<file path="src/design/tlvp_pkg.sv">
// ----------------------------------------------------------------------------
// tlvp_pkg
// Shared types, codes and helpers for the IPv6 TLV options header parser.
// ----------------------------------------------------------------------------
package tlvp_pkg;

   localparam int unsigned BYTE_W     = 8;
   localparam int unsigned HDR_LEFT_W = 11;
   localparam int unsigned CSR_IDX_W  = 2;

   localparam logic [BYTE_W-1:0] PAD1_CODE_DEFAULT = 8'd0;
   localparam logic [BYTE_W-1:0] PADN_CODE_DEFAULT = 8'd1;
   localparam logic [BYTE_W-1:0] HOME_CODE_DEFAULT = 8'd201;

   typedef enum logic [CSR_IDX_W-1:0] {
      CSR_PAD1_CODE = 2'd0,
      CSR_PADN_CODE = 2'd1,
      CSR_HOME_CODE = 2'd2
   } csr_index_type;

   typedef enum logic [2:0] {
      ROLE_NEXT_HDR = 3'd0,
      ROLE_EXT_LEN  = 3'd1,
      ROLE_OPT_TYPE = 3'd2,
      ROLE_OPT_LEN  = 3'd3,
      ROLE_OPT_DATA = 3'd4,
      ROLE_PAD1     = 3'd5
   } role_type;

   typedef enum logic [1:0] {
      CLASS_PAD1  = 2'd0,
      CLASS_PADN  = 2'd1,
      CLASS_HOME  = 2'd2,
      CLASS_OTHER = 2'd3
   } class_type;

   typedef enum logic [2:0] {
      PH_NEXT_HDR = 3'd0,
      PH_EXT_LEN  = 3'd1,
      PH_OPT_TYPE = 3'd2,
      PH_OPT_LEN  = 3'd3,
      PH_OPT_DATA = 3'd4
   } phase_type;

   typedef struct packed {
      logic [BYTE_W-1:0] pad1_code;
      logic [BYTE_W-1:0] padn_code;
      logic [BYTE_W-1:0] home_code;
   } cfg_type;

   typedef struct packed {
      role_type          role;
      class_type         cls;
      logic [BYTE_W-1:0] code;
      logic [BYTE_W-1:0] didx;
      logic [BYTE_W-1:0] value;
      logic              opt_end;
      logic              hdr_end;
      logic              overrun;
   } result_type;

   function automatic class_type class_of(input logic [BYTE_W-1:0] code,
                                          input cfg_type cfg);
      class_type cls;
      if (code == cfg.pad1_code) begin
         cls = CLASS_PAD1;
      end else if (code == cfg.padn_code) begin
         cls = CLASS_PADN;
      end else if (code == cfg.home_code) begin
         cls = CLASS_HOME;
      end else begin
         cls = CLASS_OTHER;
      end
      return cls;
   endfunction

endpackage

</file>
<file path="src/design/tlvp_csr.sv">
// ----------------------------------------------------------------------------
// tlvp_csr
// Option type code registers, written through the csr channel.
// ----------------------------------------------------------------------------
module tlvp_csr
   import tlvp_pkg::*;
(
   input  logic                 clock,
   input  logic                 reset,
   input  logic                 csr_valid,
   output logic                 csr_ready,
   input  logic [CSR_IDX_W-1:0] csr_index,
   input  logic [BYTE_W-1:0]    csr_data,
   output cfg_type              cfg
);

   cfg_type cfg_ff;
   cfg_type cfg_in;

   assign csr_ready = 1'b1;
   assign cfg       = cfg_ff;

   always_comb begin
      cfg_in = cfg_ff;
      if (csr_valid && csr_ready) begin
         unique case (csr_index)
            CSR_PAD1_CODE: cfg_in.pad1_code = csr_data;
            CSR_PADN_CODE: cfg_in.padn_code = csr_data;
            CSR_HOME_CODE: cfg_in.home_code = csr_data;
            default:       cfg_in = cfg_ff;
         endcase
      end
   end

   always_ff @(posedge clock) begin
      if (reset) begin
         cfg_ff.pad1_code <= PAD1_CODE_DEFAULT;
         cfg_ff.padn_code <= PADN_CODE_DEFAULT;
         cfg_ff.home_code <= HOME_CODE_DEFAULT;
      end else begin
         cfg_ff <= cfg_in;
      end
   end

endmodule

</file>
<file path="src/design/tlvp_parse.sv">
// ----------------------------------------------------------------------------
// tlvp_parse
// Parser state and per-byte tagging of the options header stream.
// ----------------------------------------------------------------------------
module tlvp_parse
   import tlvp_pkg::*;
(
   input  logic              clock,
   input  logic              reset,
   input  cfg_type           cfg,
   input  logic              advance,
   input  logic [BYTE_W-1:0] data_byte,
   output result_type        result
);

   phase_type               phase_ff, phase_in;
   logic [HDR_LEFT_W-1:0]   hbl_ff, hbl_in, hbl_dec;
   logic [BYTE_W-1:0]       cur_ff, cur_in;
   logic [BYTE_W-1:0]       obl_ff, obl_in, obl_dec;
   logic [BYTE_W-1:0]       dpos_ff, dpos_in;
   logic                    ovr_ff, ovr_in;
   logic                    in_opts;

   assign obl_dec = obl_ff - 8'd1;

   always_comb begin
      phase_in = phase_ff;
      hbl_in   = hbl_ff;
      cur_in   = cur_ff;
      obl_in   = obl_ff;
      dpos_in  = dpos_ff;
      ovr_in   = ovr_ff;
      in_opts  = 1'b0;
      hbl_dec  = hbl_ff;
      result   = '0;
      result.role  = ROLE_NEXT_HDR;
      result.cls   = CLASS_PAD1;
      result.value = data_byte;

      unique case (phase_ff)
         PH_EXT_LEN: begin
            result.role = ROLE_EXT_LEN;
            hbl_in      = {data_byte, 3'b000} + HDR_LEFT_W'(6);
            phase_in    = PH_OPT_TYPE;
         end
         PH_OPT_TYPE: begin
            in_opts     = 1'b1;
            result.code = data_byte;
            result.cls  = class_of(data_byte, cfg);
            if (result.cls == CLASS_PAD1) begin
               result.role    = ROLE_PAD1;
               result.opt_end = 1'b1;
            end else begin
               result.role = ROLE_OPT_TYPE;
               cur_in      = data_byte;
               phase_in    = PH_OPT_LEN;
            end
         end
         PH_OPT_LEN: begin
            in_opts     = 1'b1;
            result.role = ROLE_OPT_LEN;
            result.code = cur_ff;
            result.cls  = class_of(cur_ff, cfg);
            obl_in      = data_byte;
            dpos_in     = '0;
            if (data_byte == '0) begin
               result.opt_end = 1'b1;
               phase_in       = PH_OPT_TYPE;
            end else begin
               phase_in = PH_OPT_DATA;
            end
         end
         PH_OPT_DATA: begin
            in_opts     = 1'b1;
            result.role = ROLE_OPT_DATA;
            result.code = cur_ff;
            result.cls  = class_of(cur_ff, cfg);
            result.didx = dpos_ff;
            dpos_in     = dpos_ff + 8'd1;
            obl_in      = obl_dec;
            if (obl_dec == '0) begin
               result.opt_end = 1'b1;
               phase_in       = PH_OPT_TYPE;
            end
         end
         default: begin
            result.role = ROLE_NEXT_HDR;
            ovr_in      = 1'b0;
            phase_in    = PH_EXT_LEN;
         end
      endcase

      if (in_opts) begin
         hbl_dec = (hbl_ff != '0) ? hbl_ff - HDR_LEFT_W'(1) : hbl_ff;
         hbl_in  = hbl_dec;
         if (hbl_dec == '0) begin
            result.hdr_end = 1'b1;
            if (phase_in != PH_OPT_TYPE) begin
               ovr_in         = 1'b1;
               result.opt_end = 1'b0;
            end
            phase_in = PH_NEXT_HDR;
         end
      end

      result.overrun = ovr_in;
   end

   always_ff @(posedge clock) begin
      if (reset) begin
         phase_ff <= PH_NEXT_HDR;
         hbl_ff   <= '0;
         cur_ff   <= '0;
         obl_ff   <= '0;
         dpos_ff  <= '0;
         ovr_ff   <= 1'b0;
      end else if (advance) begin
         phase_ff <= phase_in;
         hbl_ff   <= hbl_in;
         cur_ff   <= cur_in;
         obl_ff   <= obl_in;
         dpos_ff  <= dpos_in;
         ovr_ff   <= ovr_in;
      end
   end

endmodule

</file>
<file path="src/design/ipv6_tlv_options_header_parser.sv">
// ----------------------------------------------------------------------------
// ipv6_tlv_options_header_parser
// Tags each byte of a hop-by-hop or destination options header.
//
// The req channel carries one header byte per transfer (req_valid/req_stall).
// Each byte yields one tagged result on the rsp channel (rsp_valid/rsp_stall):
// its role, option class and code, data index, option and header end marks,
// and the sticky overrun flag. Option type codes for Pad1, PadN and home
// address live in three registers written through csr_valid/csr_ready; write
// them only while no transfer is in flight.
// A byte is held in an input register, tagged by the parser, and registered
// in the result register. One byte is accepted every cycle while the output
// is not stalled; the phase and byte counters are updated from each byte as
// it leaves the input register, which sustains that rate.
// Reset empties both registers, clears the parser state (next byte is a
// next-header byte) and restores the default codes. While rsp_stall is high
// the result holds, the input register keeps one more byte, and req_stall
// then rises.
// ----------------------------------------------------------------------------
module ipv6_tlv_options_header_parser
   import tlvp_pkg::*;
(
   input  logic                 clock,
   input  logic                 reset,
   input  logic                 req_valid,
   output logic                 req_stall,
   input  logic [7:0]           req_data_byte,
   output logic                 rsp_valid,
   input  logic                 rsp_stall,
   output logic [2:0]           rsp_byte_role,
   output logic [1:0]           rsp_option_class,
   output logic [7:0]           rsp_option_code,
   output logic [7:0]           rsp_data_index,
   output logic [7:0]           rsp_value,
   output logic                 rsp_option_end,
   output logic                 rsp_header_end,
   output logic                 rsp_overrun,
   input  logic                 csr_valid,
   output logic                 csr_ready,
   input  logic [CSR_IDX_W-1:0] csr_index,
   input  logic [BYTE_W-1:0]    csr_data
);

   cfg_type           cfg;
   result_type        result;
   result_type        rsp_ff;
   logic              in_full_ff, in_full_in;
   logic [BYTE_W-1:0] in_byte_ff;
   logic              out_full_ff, out_full_in;
   logic              out_stall;
   logic              advance;
   logic              req_take;

   tlvp_csr u_csr (
      .clock     (clock),
      .reset     (reset),
      .csr_valid (csr_valid),
      .csr_ready (csr_ready),
      .csr_index (csr_index),
      .csr_data  (csr_data),
      .cfg       (cfg)
   );

   tlvp_parse u_parse (
      .clock     (clock),
      .reset     (reset),
      .cfg       (cfg),
      .advance   (advance),
      .data_byte (in_byte_ff),
      .result    (result)
   );

   assign out_stall = out_full_ff && rsp_stall;
   assign advance   = in_full_ff && !out_stall;
   assign req_stall = in_full_ff && out_stall;
   assign req_take  = req_valid && !req_stall;

   always_comb begin
      if (req_take) begin
         in_full_in = 1'b1;
      end else if (advance) begin
         in_full_in = 1'b0;
      end else begin
         in_full_in = in_full_ff;
      end
      out_full_in = advance || out_stall;
   end

   always_ff @(posedge clock) begin
      if (reset) begin
         in_full_ff  <= 1'b0;
         out_full_ff <= 1'b0;
      end else begin
         in_full_ff  <= in_full_in;
         out_full_ff <= out_full_in;
      end
   end

   always_ff @(posedge clock) begin
      if (req_take) begin
         in_byte_ff <= req_data_byte;
      end
      if (advance) begin
         rsp_ff <= result;
      end
   end

   assign rsp_valid        = out_full_ff;
   assign rsp_byte_role    = rsp_ff.role;
   assign rsp_option_class = rsp_ff.cls;
   assign rsp_option_code  = rsp_ff.code;
   assign rsp_data_index   = rsp_ff.didx;
   assign rsp_value        = rsp_ff.value;
   assign rsp_option_end   = rsp_ff.opt_end;
   assign rsp_header_end   = rsp_ff.hdr_end;
   assign rsp_overrun      = rsp_ff.overrun;

   a_next_hdr_clears_overrun: assert property (@(posedge clock) disable iff (reset)
      rsp_valid && (rsp_byte_role == ROLE_NEXT_HDR) |-> !rsp_overrun && !rsp_header_end)
      else $error("overrun or header end on next-header byte");

   a_pad1_ends_option: assert property (@(posedge clock) disable iff (reset)
      rsp_valid && (rsp_byte_role == ROLE_PAD1) |-> rsp_option_end
         && (rsp_option_class == CLASS_PAD1) && (rsp_option_code == rsp_value))
      else $error("pad1 byte not tagged as complete pad1 option");

   a_index_only_on_data: assert property (@(posedge clock) disable iff (reset)
      rsp_valid && (rsp_data_index != '0) |-> (rsp_byte_role == ROLE_OPT_DATA))
      else $error("data index set on a non-data byte");

   a_stall_only_when_full: assert property (@(posedge clock) disable iff (reset)
      req_stall |-> in_full_ff && out_full_ff && rsp_stall)
      else $error("input stalled with room in the pipeline");

endmodule
</file>
<file path="config.mk">
export PLATFORM = sky130hd
export DESIGN_NAME = ipv6_tlv_options_header_parser
export DESIGN_NICKNAME = d
export VERILOG_FILES = /design/src/design/tlvp_pkg.sv /design/src/design/tlvp_csr.sv /design/src/design/tlvp_parse.sv /design/src/design/ipv6_tlv_options_header_parser.sv
export SDC_FILE = /design/constraint.sdc
export NUM_CORES = 1
export LEC_CHECK = 0
export ABC_CLOCK_PERIOD_IN_PS = 7200
export BUFFER_PORTS_ARGS = -buffer_cell sky130_fd_sc_hd__clkbuf_2
export CAP_MARGIN = 20
export CORE_MARGIN = 5
export CORE_UTILIZATION = 45
export CTS_BUF_LIST = sky130_fd_sc_hd__clkbuf_8
export DETAILED_ROUTE_END_ITERATION = 16
export SYNTH_ARGS = -nofsm -noshare
export SYNTH_HDL_FRONTEND = slang
export SYNTH_SLANG_ARGS = --single-unit
</file>
<file path="constraint.sdc">
create_clock -name clock -period 7.2 [get_ports clock]
set_input_delay 0.72 -clock clock [delete_from_list [all_inputs] [get_ports clock]]
set_output_delay 0.72 -clock clock [all_outputs]
set_load 0.05 [all_outputs]
</file>
==> impl_metrics.toml <==
[place]
portBuffers = 56
dpl-instance-area_um2 = 5610
hpwl_um = 8730
pre_cts_slack_ps = 4280
placed_cells = 725
routabilityCongestion = 0.892

[global_routing]
antenna_found_initial = 0
grt_use_met3_pct = 4.92
grt_usage_pct = 17.8
globalRouteOverflowTotal = 0
met1_usage_pct = 24.6
grt_max_degree = 61
top_usage_layer = "met2"
grt_pass1_vias = 3873
grt_pass1_wl_um = 20300
grtUsageMet2_pct = 28.1

[finish]
area_delta_synth_final_pct = 9.05
layout_commonest_cell = "nor2_1"
layout-drive-gt1-share_pct = 15.2
design_area_um2 = 5780
nFillCells = 1085
multi_input_area_um2 = 2560
layoutNonFillerInstCount = 741
regArea_um2 = 2500
nets = 620
final_cell_mix = "nor2_1 (69), dfxtp_1 (65), clkbuf_2 (56)"
diodes = 0

[critical_path]
cp_max_fo = 11
cp-start-kind = "flop"
crit-reg2reg-launch = "u_parse.hbl_ff[0]$_SDFFE_PP0P_"
slowest_delay_ps = 560
cp_slowest_cell = "or3b_1"
cp_cell_sequence = "inv_1 -> ha_1 -> or3b_1 -> or4_4 -> or2_4 -> a22oi_4 -> nor4b_2 -> a221oi_1"
path_delay_family = "simple AND/OR/NAND/NOR gates"
required_ps = 7440
endpoint_kind = "flop"
crit_arrival_ps = 3050
path_class = "reg -> reg"
path_buf_inv = 1
crit_path_start = "u_parse.hbl_ff[0]$_SDFFE_PP0P_"

[cts]
cts_tree = "yes"
cts_root_buf = "clkbuf_8"
htreeDepth = 3
post_cts_buffers = 0
cts_hold_buf = 0
cts.sinks = 105
clk_path_buf_depth = 2
cts_buffers = 9
cts.repair.resized = 0
clock_latency_ps = 380
path_clk_slew_ps = 100

[detailed_routing]
wl_per_cell_um = 16.7
first_pass_iters = 5
drtAntennaViolNets = 0
drc_errors = 0
detail_route.iter0.violations = 373
routed_wl_um = 12300
avgViaCountPerCell = 5.61
vias = 4157

[sta]
tightest_slew_ps = 1010
period_share_pct = 39.1
final.setup_skew_ps = 10.7
rsz0062_at_grt = "no"
setup_slack_ps = 4390
fin_crit_ps = 2810
max_freq_mhz = 356
setup-violations-final = 0
slew-limit-headroom_pct = 32.4
report.final.slew_viol_count = 0
tns_ps = 0
final_hold_viol_count = 0

[power]
p_switching_uw = 379
clockPowerShare_pct = 26.2
p_int_uw = 850
irDropWorstVdd_mv = 0.189
powerDensity_nw_per_um2 = 213
sequentialPowerShare_pct = 54.5
swShare_pct = 30.9
combinationalPowerShare_pct = 19.3
power_leakage_uw = 0.00220

[synth]
synth_xor_area_share_pct = 9.76
synth_compound_area_share_pct = 12.7
synthDistinctLibCells = 61
synth_fp_nets = 593
yosys.area_share.adder_pct = 0.945
synth_area_um2 = 5300
muxShareOfSynthArea_pct = 4.35
synthCells = 566
synthFlopType = "dfxtp_1"
ys_warn_count = 0
ys_async_sr_fraction_pct = 0
yosys_register_bits = 105
ys_seq_area_share_pct = 47.2
synth_top_family_by_area = "simple AND/OR/NAND/NOR gates"
synth.avg_cell_area_um2 = 9.36
synth_edf_count = 40
synth-simple-area-share_pct = 20.5

[floorplanning]
die_h_um = 118
fp.dieW_um = 118
core-area_um2 = 11500
rows = 39
io_pins = 58
start_util_pct = 46.2
dieArea_um2 = 14000

[status]
status = "finished clean"

[job]
drv_cap = 0

[min_path]
hp-start = "u_parse.obl_ff[1]$_SDFFE_PP0P_"
hp-class = "reg -> reg"
[final timing paths]
kind                            cells after the start  slack [ps]                                to
worst max-delay path                                8        4390  u_parse.phase_ff[1]$_SDFFE_PP0P_
worst min-delay path                                2         480    u_parse.obl_ff[1]$_SDFFE_PP0P_
worst max register to register                      8        4390  u_parse.phase_ff[1]$_SDFFE_PP0P_
worst min register to register                      2         480    u_parse.obl_ff[1]$_SDFFE_PP0P_
[cell type report]
cell class	count	area share (%)
Inverter	11	0.715
Clock inverter	7	0.693
Sequential cell	105	43.3
Tap cell	143	3.10
Timing Repair Buffer	62	5.63
Clock buffer	9	2.14
Multi-Input combinational cell	404	44.4
[sequential cells by signal (all words and copies together), names as in the netlist]
name and count:
u_parse.ovr_ff 1, u_parse.hbl_ff 11, rsp_overrun 1, u_parse.dpos_ff 8, rsp_valid 1, in_byte_ff 8
u_parse.phase_ff 3, rsp_header_end 1, rsp_value 8, u_parse.cur_ff 8, rsp_byte_role 3, rsp_option_end 1
in_full_ff 1, u_csr.cfg 24, rsp_data_index 8, rsp_option_code 8, u_parse.obl_ff 8, rsp_option_class 2
[layer usage]
metal	share of wire [%]	wire length [µm]	vias up
li1	-	-	2050
met4	0.81	100	0
met2	47	5750	120
met5	0	0	-
met3	6.1	755	6
met1	47	5740	1981
[metrics by stage]
| stage | hold WS, ps | utilization [%] | power [µW] |
|---|---|---|---|
| 5_1_grt | 480 | 50.4 | 1290 |
| 4_1_cts | 481 | 50.4 | 1240 |
| 3_5_place_dp | 466 | 48.9 | 923 |
| 6_report | 481 | 50.4 | 1230 |
| 3_3_place_gp | 457 | 48.9 | 919 |
| 2_1_floorplan | 424 | - | 867 |
[worst min-delay path, delay by kind of cell, from the launching register on]
| family | cells | cell delay, ps |
|---|---|---|
| DFF | 1 | 340 |
| and+or+nand+nor | 1 | 60 |
| AOI/OAI and AO/OA | 1 | 50 |
[cell families (layout without fill, tap and decap cells)]
logic type	Yosys count	count (layout)
and+or+nand+nor	213	213
DFF	105	105
AOI/OAI and AO/OA	104	104
xor gates and xnor gates	59	59
buffers and inverters	57	89
muxes	23	23
adders and majority gates	4	4
other	1	1
[power groups by stage]
stage               combinational (µW)  sequential (µW)  clock, µW
floorplan                          168              699          0
global placement                   235              683          0
detailed placement                 238              684          0
CTS                                239              671        334
global route                       260              675        358
finish                             237              671        322
[cells in the mapped netlist (all sizes together) (4+ instances only)]
master  count  area [µm²]
clkbuf     38         143
o21ai      30         150
nand4      13        81.3
nand3       8        45.0
or2         4        27.5
and3        4        25.0
o22ai       6        37.5
a22oi      14         119
nor2       69         259
dfxtp      65        1300
mux2i      23         230
inv        11        41.3
buf         8        51.3
edfxtp     40        1200
nand2      54         210
nor4        9        71.3
nand3b      8        60.1
or3         5        31.3
nor3       13        76.3
a211oi      5        37.5
or3b        4        35.0
xnor2      45         394
and2        9        56.3
nor2b       4        25.0
a21oi      26         130
xor2       14         123
ha          4        50.1
No activity file was read; power rests on OpenSTA's default activity.
